==> config.mk <==
export PLATFORM = sky130hd
export DESIGN_NAME = bounded_lowest_score_buffer
export DESIGN_NICKNAME = d
export VERILOG_FILES = /design/src/rtl/core/lsb_pkg.sv /design/src/rtl/core/lsb_ram.sv /design/src/rtl/core/lsb_cmp.sv /design/src/rtl/core/bounded_lowest_score_buffer.sv
export SDC_FILE = /design/constraint.sdc
export NUM_CORES = 1
export LEC_CHECK = 0
export BUFFER_PORTS_ARGS = -buffer_cell sky130_fd_sc_hd__buf_2
export CORE_MARGIN = 1.5
export CORE_UTILIZATION = 35
export DETAILED_ROUTE_END_ITERATION = 10
export PLACE_DENSITY = 0.62
export SLEW_MARGIN = 25
export SYNTH_ARGS = -nofsm -noshare
export SYNTH_HDL_FRONTEND = slang
export SYNTH_SLANG_ARGS = --single-unit
==> constraint.sdc <==
create_clock -name clock -period 9.6 [get_ports clock]
set_input_delay 1.44 -clock clock [delete_from_list [all_inputs] [get_ports clock]]
set_output_delay 1.44 -clock clock [all_outputs]
set_load 0.01 [all_outputs]
==> src/rtl/core/lsb_pkg.sv <==
// Package for the bounded lowest-score buffer: field widths, operation codes,
// compare result type and the default store depth.
// No dependencies.
package lsb_pkg;

   localparam int unsigned LSB_DEPTH_DEFAULT = 16;
   localparam int unsigned OP_W              = 2;
   localparam int unsigned SCORE_W           = 32;
   localparam int unsigned ID_W              = 24;

   typedef enum logic [OP_W-1:0] {
      OP_CLEAR  = 2'd0,
      OP_INSERT = 2'd1,
      OP_QUERY  = 2'd2
   } op_type;

   typedef struct packed {
      logic eq;
      logic lt;
      logic gt;
   } cmp_res_type;

endpackage

==> src/rtl/core/lsb_ram.sv <==
// Generic single-write, single-read RAM with registered read data.
// Stands alone; no package needed.
module lsb_ram #(
   parameter int unsigned WIDTH = 8,
   parameter int unsigned DEPTH = 16
) (
   input  logic                                     clock,
   input  logic                                     wr_en,
   input  logic [((DEPTH > 1) ? $clog2(DEPTH) : 1)-1:0] wr_addr,
   input  logic [WIDTH-1:0]                         wr_data,
   input  logic [((DEPTH > 1) ? $clog2(DEPTH) : 1)-1:0] rd_addr,
   output logic [WIDTH-1:0]                         rd_data
);

   logic [WIDTH-1:0] mem_ff [DEPTH];
   logic [WIDTH-1:0] rd_data_ff;

   always_ff @(posedge clock) begin
      if (wr_en) begin
         mem_ff[wr_addr] <= wr_data;
      end
      rd_data_ff <= mem_ff[rd_addr];
   end

   assign rd_data = rd_data_ff;

endmodule

==> src/rtl/core/lsb_cmp.sv <==
// Shared score comparator used by every scan of the buffer.
// Depends on lsb_pkg for the score width and the result struct.
module lsb_cmp import lsb_pkg::*; (
   input  logic [SCORE_W-1:0] cmp_a,
   input  logic [SCORE_W-1:0] cmp_b,
   output cmp_res_type        cmp_res
);

   always_comb begin
      cmp_res.eq = (cmp_a == cmp_b);
      cmp_res.lt = (cmp_a <  cmp_b);
      cmp_res.gt = (cmp_a >  cmp_b);
   end

endmodule

==> src/rtl/core/bounded_lowest_score_buffer.sv <==
// Top level of the bounded lowest-score buffer: sequencer, store and response register.
// Depends on lsb_pkg, lsb_ram and lsb_cmp.
//
// Usage: items enter on req_* (valid/stall), results leave on rsp_* (valid/stall),
// exactly one result per item. Operations: clear, insert, query; code 3 is a no-op.
// The store is one RAM of BUFFER_DEPTH (score, id) entries, walked one entry per
// cycle through the shared comparator.
// Clear, unused code, query of an empty store, insert while not full and a rejected
// insert are answered from the idle state; rsp_valid rises in the cycle after accept.
// A query reads each held entry in turn (registered RAM read) and keeps the lowest score.
// A replacing insert searches for the worst entry, overwrites it, then rescans the
// whole store for the new worst.
// One item is in work at a time; req_stall is high while a scan runs or while a
// result waits in the output register under rsp_stall.
// Reset empties the store (fill and worst score cleared) and drops any result;
// the RAM itself is not cleared. A stalled result holds its value until taken.
module bounded_lowest_score_buffer import lsb_pkg::*; #(
   parameter int unsigned BUFFER_DEPTH = LSB_DEPTH_DEFAULT
) (
   input  logic               clock,
   input  logic               reset,
   input  logic               req_valid,
   output logic               req_stall,
   input  logic [OP_W-1:0]    req_operation,
   input  logic [SCORE_W-1:0] req_entry_score,
   input  logic [ID_W-1:0]    req_entry_id,
   output logic               rsp_valid,
   input  logic               rsp_stall,
   output logic               rsp_kept,
   output logic               rsp_is_empty,
   output logic [ID_W-1:0]    rsp_best_id,
   output logic [SCORE_W-1:0] rsp_best_score
);

   localparam int unsigned IDX_W = (BUFFER_DEPTH > 1) ? $clog2(BUFFER_DEPTH) : 1;
   localparam int unsigned CNT_W = $clog2(BUFFER_DEPTH + 1);
   localparam int unsigned ENT_W = SCORE_W + ID_W;
   localparam logic [CNT_W-1:0] FULL_CNT = CNT_W'(BUFFER_DEPTH);

   typedef enum logic [1:0] {
      ST_IDLE,
      ST_FIND,
      ST_MAXS,
      ST_QRY
   } state_type;

   state_type          state_ff, state_in;
   logic [CNT_W-1:0]   fill_ff, fill_in;
   logic [SCORE_W-1:0] worst_ff, worst_in;
   logic [SCORE_W-1:0] run_ff, run_in;
   logic [ID_W-1:0]    run_id_ff, run_id_in;
   logic [SCORE_W-1:0] new_score_ff, new_score_in;
   logic [ID_W-1:0]    new_id_ff, new_id_in;
   logic [CNT_W-1:0]   rd_cnt_ff, rd_cnt_in;
   logic               chk_vld_ff, chk_vld_in;
   logic [IDX_W-1:0]   chk_idx_ff, chk_idx_in;
   logic               rsp_valid_ff, rsp_valid_in;
   logic               rsp_kept_ff, rsp_kept_in;
   logic               rsp_empty_ff, rsp_empty_in;
   logic [ID_W-1:0]    rsp_id_ff, rsp_id_in;
   logic [SCORE_W-1:0] rsp_score_ff, rsp_score_in;

   logic               ram_we;
   logic [IDX_W-1:0]   ram_waddr;
   logic [ENT_W-1:0]   ram_wdata;
   logic [IDX_W-1:0]   ram_raddr;
   logic [ENT_W-1:0]   ram_rdata;
   logic [SCORE_W-1:0] rd_score;
   logic [ID_W-1:0]    rd_id;

   logic [SCORE_W-1:0] cmp_a;
   logic [SCORE_W-1:0] cmp_b;
   cmp_res_type        cmp_res;

   logic               accept;
   logic               slot_free;
   logic               rsp_load;
   logic [CNT_W-1:0]   scan_limit;
   logic               issue;
   logic               scan_done;

   lsb_ram #(
      .WIDTH (ENT_W),
      .DEPTH (BUFFER_DEPTH)
   ) u_store (
      .clock   (clock),
      .wr_en   (ram_we),
      .wr_addr (ram_waddr),
      .wr_data (ram_wdata),
      .rd_addr (ram_raddr),
      .rd_data (ram_rdata)
   );

   lsb_cmp u_cmp (
      .cmp_a   (cmp_a),
      .cmp_b   (cmp_b),
      .cmp_res (cmp_res)
   );

   assign rd_score  = ram_rdata[ENT_W-1:ID_W];
   assign rd_id     = ram_rdata[ID_W-1:0];
   assign slot_free = !rsp_valid_ff || !rsp_stall;
   assign req_stall = (state_ff != ST_IDLE) || !slot_free;
   assign accept    = req_valid && !req_stall;

   assign scan_limit = (state_ff == ST_QRY) ? fill_ff : FULL_CNT;
   assign issue      = (rd_cnt_ff != scan_limit);
   assign scan_done  = !issue && !chk_vld_ff;

   always_comb begin
      state_in     = state_ff;
      fill_in      = fill_ff;
      worst_in     = worst_ff;
      run_in       = run_ff;
      run_id_in    = run_id_ff;
      new_score_in = new_score_ff;
      new_id_in    = new_id_ff;
      rd_cnt_in    = rd_cnt_ff;
      chk_vld_in   = 1'b0;
      chk_idx_in   = rd_cnt_ff[IDX_W-1:0];
      ram_we       = 1'b0;
      ram_waddr    = chk_idx_ff;
      ram_wdata    = {new_score_ff, new_id_ff};
      ram_raddr    = rd_cnt_ff[IDX_W-1:0];
      cmp_a        = rd_score;
      cmp_b        = worst_ff;
      rsp_load     = 1'b0;
      rsp_kept_in  = 1'b0;
      rsp_empty_in = 1'b0;
      rsp_id_in    = '0;
      rsp_score_in = '0;

      case (state_ff)
         ST_IDLE: begin
            cmp_a     = req_entry_score;
            rd_cnt_in = '0;
            if (accept) begin
               case (op_type'(req_operation))
                  OP_CLEAR: begin
                     fill_in      = '0;
                     worst_in     = '0;
                     rsp_load     = 1'b1;
                     rsp_empty_in = 1'b1;
                  end
                  OP_INSERT: begin
                     if (fill_ff != FULL_CNT) begin
                        ram_we      = 1'b1;
                        ram_waddr   = fill_ff[IDX_W-1:0];
                        ram_wdata   = {req_entry_score, req_entry_id};
                        fill_in     = fill_ff + CNT_W'(1);
                        if (cmp_res.gt) begin
                           worst_in = req_entry_score;
                        end
                        rsp_load    = 1'b1;
                        rsp_kept_in = 1'b1;
                     end else if (cmp_res.lt) begin
                        new_score_in = req_entry_score;
                        new_id_in    = req_entry_id;
                        state_in     = ST_FIND;
                     end else begin
                        rsp_load = 1'b1;
                     end
                  end
                  OP_QUERY: begin
                     if (fill_ff == '0) begin
                        rsp_load     = 1'b1;
                        rsp_empty_in = 1'b1;
                     end else begin
                        state_in = ST_QRY;
                     end
                  end
                  default: begin
                     rsp_load     = 1'b1;
                     rsp_empty_in = (fill_ff == '0);
                  end
               endcase
            end
         end
         ST_FIND: begin
            if (issue) begin
               rd_cnt_in  = rd_cnt_ff + CNT_W'(1);
               chk_vld_in = 1'b1;
            end
            if (chk_vld_ff && cmp_res.eq) begin
               ram_we     = 1'b1;
               rd_cnt_in  = '0;
               chk_vld_in = 1'b0;
               run_in     = '0;
               state_in   = ST_MAXS;
            end else if (scan_done) begin
               rsp_load = 1'b1;
               state_in = ST_IDLE;
            end
         end
         ST_MAXS: begin
            cmp_b = run_ff;
            if (issue) begin
               rd_cnt_in  = rd_cnt_ff + CNT_W'(1);
               chk_vld_in = 1'b1;
            end
            if (chk_vld_ff && cmp_res.gt) begin
               run_in = rd_score;
            end
            if (scan_done) begin
               worst_in    = run_ff;
               rsp_load    = 1'b1;
               rsp_kept_in = 1'b1;
               state_in    = ST_IDLE;
            end
         end
         ST_QRY: begin
            cmp_b = run_ff;
            if (issue) begin
               rd_cnt_in  = rd_cnt_ff + CNT_W'(1);
               chk_vld_in = 1'b1;
            end
            if (chk_vld_ff && ((chk_idx_ff == '0) || cmp_res.lt)) begin
               run_in    = rd_score;
               run_id_in = rd_id;
            end
            if (scan_done) begin
               rsp_load     = 1'b1;
               rsp_id_in    = run_id_ff;
               rsp_score_in = run_ff;
               state_in     = ST_IDLE;
            end
         end
         default: begin
            state_in = ST_IDLE;
         end
      endcase

      if (rsp_load) begin
         rsp_valid_in = 1'b1;
      end else if (rsp_stall) begin
         rsp_valid_in = rsp_valid_ff;
      end else begin
         rsp_valid_in = 1'b0;
      end
   end

   always_ff @(posedge clock) begin
      if (reset) begin
         state_ff     <= ST_IDLE;
         fill_ff      <= '0;
         worst_ff     <= '0;
         rd_cnt_ff    <= '0;
         chk_vld_ff   <= 1'b0;
         rsp_valid_ff <= 1'b0;
      end else begin
         state_ff     <= state_in;
         fill_ff      <= fill_in;
         worst_ff     <= worst_in;
         rd_cnt_ff    <= rd_cnt_in;
         chk_vld_ff   <= chk_vld_in;
         rsp_valid_ff <= rsp_valid_in;
      end
      run_ff       <= run_in;
      run_id_ff    <= run_id_in;
      new_score_ff <= new_score_in;
      new_id_ff    <= new_id_in;
      chk_idx_ff   <= chk_idx_in;
      if (rsp_load) begin
         rsp_kept_ff  <= rsp_kept_in;
         rsp_empty_ff <= rsp_empty_in;
         rsp_id_ff    <= rsp_id_in;
         rsp_score_ff <= rsp_score_in;
      end
   end

   assign rsp_valid      = rsp_valid_ff;
   assign rsp_kept       = rsp_kept_ff;
   assign rsp_is_empty   = rsp_empty_ff;
   assign rsp_best_id    = rsp_id_ff;
   assign rsp_best_score = rsp_score_ff;

   a_fill_bound: assert property (@(posedge clock) disable iff (reset)
      fill_ff <= FULL_CNT)
      else $error("fill count beyond store depth");

   a_find_only_full: assert property (@(posedge clock) disable iff (reset)
      (state_ff == ST_FIND) |-> (fill_ff == FULL_CNT))
      else $error("replacement search while store not full");

   a_load_slot_free: assert property (@(posedge clock) disable iff (reset)
      rsp_load |-> slot_free)
      else $error("result overwrites an untaken result");

   a_query_in_range: assert property (@(posedge clock) disable iff (reset)
      (state_ff == ST_QRY && chk_vld_ff) |-> (CNT_W'(chk_idx_ff) < fill_ff))
      else $error("query reads beyond held entries");

   a_scan_no_accept: assert property (@(posedge clock) disable iff (reset)
      (state_ff != ST_IDLE) |=> !$past(accept))
      else $error("item accepted during a scan");

endmodule

# Word level (Yosys, flattened, before mapping)
# Memory sizes are Yosys's and may differ from the RTL's. A register that Yosys moved wholly into a read port is not among the register bits.
# Index checks and enable logic that the tools add are counted.
# op_classes
add_sub_neg	2
n_mul	0
div_mod_pow	0
magnitude_cmp	2
n_eq_ne	22
n_shift	0
mux	56
bitwise	1
n_reduce_logical	31
# ops
cell	n
32-bit 2-to-1 mux	9
56-bit 2-to-1 mux	4
32-bit case mux with 2 select lines	2
32-bit case mux with 3 select lines	1
32-bit == test	1
32-bit > comparator	1
32-bit < comparator	1
5-bit 2-to-1 mux	4
1-bit 2-to-1 mux	16
4-bit 2-to-1 mux	4
3-bit inequality test, second input constant	5
5-bit case mux with 3 select lines	1
2-bit 2-to-1 mux	6
5-bit by 1-bit adder with 5-bit output, second input constant	2
2-bit inequality test, second input constant	5
5-bit case mux with 2 select lines	1
5-bit AND reduction	2
1-bit case mux with 2 select lines	4
4-bit AND reduction	2
2-bit == test, second input constant	3
1-bit logical NOT	6
3-bit by 1-bit inequality test with 1-bit output, second input constant	2
1-bit case mux with 3 select lines	2
2-bit case mux with 3 select lines	1
16 further kinds	29
# word_totals
ff_bits	220
latch_bits	0
mem_bits_rw	896
romBits	0
inputBits	62
mem_count	1
# mem_list
name	words	width	read_ports	rd_ports_with_merged_regs	wr	line_no	source
u_store.mem_ff	16	56	1	1	1	lsb_ram.sv:15	logic [WIDTH-1:0] mem_ff [DEPTH];

# Logic depth before layout (Yosys ltp)
# logic_depth
depth_word	10
depth_mapped	14
depth_no_buf	10

# Cells and area by module
# From an unflattened synthesis, not the netlist that was laid out.
# hier_totals
hier_cells	2407
hier_area_um2	45628.8
# modules_own_cells
mod	n_inst	cells_each	area_per_inst_um2	seq_area_each_um2
lsb_ram	1	1445	34678.3	28026.9
bounded_lowest_score_buffer	1	848	10124.7	6105.9
lsb_cmp	1	114	825.8	0.0

# Worst setup path before layout
# No wires, ideal clock.
# synth_path
kind	register -> register
from	reg state_ff[1]
to	reg new_id_ff[0], enable pin
setup_time_ns	0.539
arrival_time_ns	6.871
t_required_ns	9.061
path_slack_ns	2.190
stages_incl_launch_ff	12
n_path_buf	3
cell_sequence	dfxtp_1 -> clkbuf_1 -> buf_1 -> clkbuf_1 -> mux2i_1 -> ha_1 -> a21oi_1 -> o21ai_0 -> a221o_1 -> o31ai_2 -> nand2_1 -> nor3_1
# synth_via
elab_chain_len	5
# synth_rtl
element	line_no	source
start, declared	bounded_lowest_score_buffer.sv:47	state_type state_ff, state_in;
start signal, assigned	bounded_lowest_score_buffer.sv:251	state_ff <= state_in;
2-bit == test / 2-bit nonzero test (equally long branches)	bounded_lowest_score_buffer.sv:133, bounded_lowest_score_buffer.sv:103	
2-bit OR reduction (no source line) / 1-bit logical OR (equally long branches)	n/a	
32-bit 2-to-1 mux / 1-bit logical NOT (equally long branches)	bounded_lowest_score_buffer.sv:133, bounded_lowest_score_buffer.sv:104	
32-bit < comparator / 1-bit logical AND (equally long branches)	lsb_cmp.sv:11, bounded_lowest_score_buffer.sv:104	
5-bit AND reduction (no source line) *	n/a	
end signal, assigned	bounded_lowest_score_buffer.sv:261	new_id_ff <= new_id_in;
end, declared	bounded_lowest_score_buffer.sv:53	logic [ID_W-1:0] new_id_ff, new_id_in;
# Every way passes the cells marked *; elsewhere a longest branch is shown, timed or not.
# A chain may end at the register's enable or synchronous reset.

# Worst setup path after layout
# layout_path
from	reg state_ff[1]
to	mem u_store.mem_ff[15][51] (netlist bit), enable pin
# layout_via
elab_chain_len	9
# layout_rtl
element	line_no	source
2-bit == test	bounded_lowest_score_buffer.sv:133	case (state_ff)
2-bit OR reduction (no source line)	n/a	
32-bit 2-to-1 mux	bounded_lowest_score_buffer.sv:133	
32-bit == test	lsb_cmp.sv:10	cmp_res.eq = (cmp_a == cmp_b);
1-bit logical AND	bounded_lowest_score_buffer.sv:184	if (chk_vld_ff && cmp_res.eq) begin
1-bit 2-to-1 mux	bounded_lowest_score_buffer.sv:184	
1-bit case mux with 2 select lines	bounded_lowest_score_buffer.sv:133	
1-bit 2-to-1 mux	lsb_ram.sv:19	if (wr_en) begin
1-bit 2-to-1 mux (implied by the code)	lsb_ram.sv:20	mem_ff[wr_addr] <= wr_data;
end, declared	lsb_ram.sv:15	
# Several ways; a longest one is shown, not always the timed one.

==> summary.txt <==
Timing
  – Max-slew headroom: approximately 33%
  – Max Slew Vio Count: 0
  – Worst-margin pin slew: 1010 ps
  – # setup viols final: 0
  – Hold Violations, Final: 0
  – Tmin final: 5880 ps
  – Setup TNS: 0 ps
  – Clock Skews: 56.4 ps
  – Fmax: 0.170 GHz
  – Final period utilization: 61.2%
  – Unrepaired setup endpoints after global routing: false

Clock network
  – CTS clock-pin slew for the worst setup and hold paths: 60 ps
  – Clk_lat worst skew: 730 ps
  – Hold_buf cts: 0
  – H-tree levels: 3
  – CTS tree: yes
  – Post_cts resized: 0
  – TritonCTS Buffers: between 100 and 150
  – Sink Count: 1172
  – CTS root buffer: clkbuf_16
  – Postcts setup bufs: 0
  – Longest Clk Path Bufs: 3

Layout
  – Share of cells above drive strength 1: 30.6%
  – Area Growth Syn to Fin: 14.9%
  – Fill cells: 11300
  – Final Net Count: 2434

Logic synthesis
  – Dominant cell type by area after synthesis: edfxtp_1
  – EDFF count, synth: 1066
  – Synth top area share: 70.4%
  – Most frequent cell after synthesis: edfxtp_1
  – Mapped Avg Cell Area: 20.9 µm²
  – Area contributors post-synth: edfxtp_1, mux4_2, dfxtp_1
  – Yosys cell types: 67
  – Main flop type after synthesis: edfxtp_1
  – Synth Register Bits: between 1000 and 1500
  – Post-Synthesis Cells: 2174
  – Post-synthesis sequential area ratio: between 70 and 80%
  – Mapped Nets: 2274
  – Top cells by count, synth: edfxtp_1, mux4_2, dfxtp_1
  – Area of the mapped netlist: 45500 µm²
  – Ys async rst share: 0%
  – Yosys warns: 0

Setup path
  – CP Cell Sequence: nor2_4, buf_4, mux2_2, ha_1, nand4_1, nor4_1, and3_1, and4_1, a31oi_1, nor2_4, buf_4
  – Crit path max fanout: slightly below 80
  – Crit. End Element: flop
  – CP required: 9920 ps
  – Setup Crit Path Kind: reg -> reg
  – Crit path largest cell delay: a little over 1000 ps
  – Crit path arrival time: 6200 ps
  – Startpoint Class: flop
  – Slowest-stage cell, CP: dfxtp_4

Die
  – Core Rows: 132
  – Full die area: 132000 µm²
  – Chip height: 363 µm
  – Die width: approximately 360 µm
  – Starting Density: approximately a third
  – Io pins: 122
  – Std-Cell Core Area: 129000 µm²

Global routing
  – First-pass GRT wire length: 155 mm
  – Pin count of the biggest net entering global routing: approximately 120
  – Initial antenna violation count: 12
  – Tot GR Track Use: 15.8%
  – Vias in the first global route: 23100
  – Total congestion overflow: 0

Run
  – Max cap viols: 0

Route
  – 1st-pass router iterations: 5
  – Vias: 21800
  – 1st-iter DRT viols: 2097
  – DR vias/cell: ~5.2
  – Routed wire length per instance: 24.8 µm
  – Drt total wl: roughly 100 mm
  – Routed Antenna Nets: 0
  – Number of remaining DRC errors: 0

Placed design
  – DP HPWL: 60.1 mm
  – IO Port Bufs: 121
  – GPL Wtd Cong: 0.849

Power
  – Leakage: 16.3 nW
  – Pwr Total: 0.0105 W
  – Power Density: 202 nW/µm²
  – Peak supply drop: 0.000143 V

Run status
  – Status: completed

Min path
  – Min-delay worst type: reg -> reg
cells in the final DEF (no fill, tap or decap), types with 18 or more instances in the layout:
master and instances:
mux4_2 280, clkbuf_1 24, nand3_1 40, a21oi_1 55, and2_1 89, or3_1 32, mux2_1 18, nor2_1 52
nor2_4 19, buf_4 28, mux2_2 70, clkinv_1 21, mux2i_1 32, buf_2 121, o2bb2ai_2 18, ha_1 38
nand2_1 26, dfxtp_1 101, clkbuf_16 117, clkinv_2 25, edfxtp_1 1066
sequential cells by signal (all words and copies together) (netlist names), 24 cells and up:
register         flops
new_score_ff        32
new_id_ff           24
run_ff              32
u_store.rd_data     56
u_store.mem_ff     896
rsp_best_id         24
rsp_best_score      32
worst_ff            32
run_id_ff           24
stage by stage:
stage	cell area [µm²]	util, %	hold slack, ps	cells	setup WS, ps
after floorplan	45500	-	329	2174	2190
after global placement	48200	37.3	391	3954	3670
after detailed placement	48300	37.4	390	3955	3590
after CTS	52100	40.4	370	4174	3700
after global routing	52200	40.4	393	4178	3440
final	52200	40.4	383	4182	3720
cells by family (layout without fill, tap and decap cells):
kind of cell,after synthesis,after routing,synth area share (%)
AO/OA/AOI/OAI,123,123,2.12
XOR/XNOR,10,10,0.193
adder cells (fa/ha/maj),38,38,1.05
buffers and inverters,129,389,1.21
flip-flops,1172,1172,75.1
multiplexers,400,400,16.8
other,0,6,0
AND/OR/NAND/NOR,302,302,3.60
layout make-up:
cell class,instances,area (µm²),share of cell area (%)
tap,1742,2180,4.17
clock buffer,145,3070,5.88
sequential,1172,34200,65.4
multi-input combinational,873,11000,21.0
clock inverter,74,812,1.55
inverter,11,41.3,0.0791
timing repair buffer,159,978,1.87
antenna,6,15.0,0.0288
per-layer routing:
layer  GRT usage [%]  share of wire [%]  wire [µm]
met5               0              0.037         38
met4            4.06                2.2       2270
met3            3.05                6.5       6760
met2            25.3                 48      49300
met1            22.1                 44      45300
worst max-delay path, delay by kind of cell (launching register included):
kind	cells	cell delay [ps]
DFF	1	1010
AOI/OAI and AO/OA	1	360
muxes	1	340
buffers and inverters	2	990
adders and majority gates	1	310
and+or+nand+nor	6	2450
worst paths after layout:
check | from | endpoint | slack [ps] | depth (start not counted)
setup / recovery | state_ff[1]$_SDFFE_PP0P_ | u_store.mem_ff[15][51]$_DFFE_PP_ | 3720 | 11
hold / removal | u_store.rd_data[2]$_DFF_P_ | run_id_ff[2]$_DFFE_PP_ | 380 | 0
setup reg to reg | state_ff[1]$_SDFFE_PP0P_ | u_store.mem_ff[15][51]$_DFFE_PP_ | 3720 | 11
hold reg to reg | u_store.rd_data[2]$_DFF_P_ | run_id_ff[2]$_DFFE_PP_ | 380 | 0
where the power goes:
part | total, W | switching [W] | internal (W) | leakage [nW]
clock network | 0.00456 | 0.00195 | 0.00261 | 1.89
logic | 0.000370 | 0.000227 | 0.000144 | 3.86
registers | 0.00562 | 0.0000305 | 0.00559 | 10.5
total | 0.0105 | 0.00220 | 0.00834 | 16.3
Note: power is estimated with default switching activity, not from simulation.
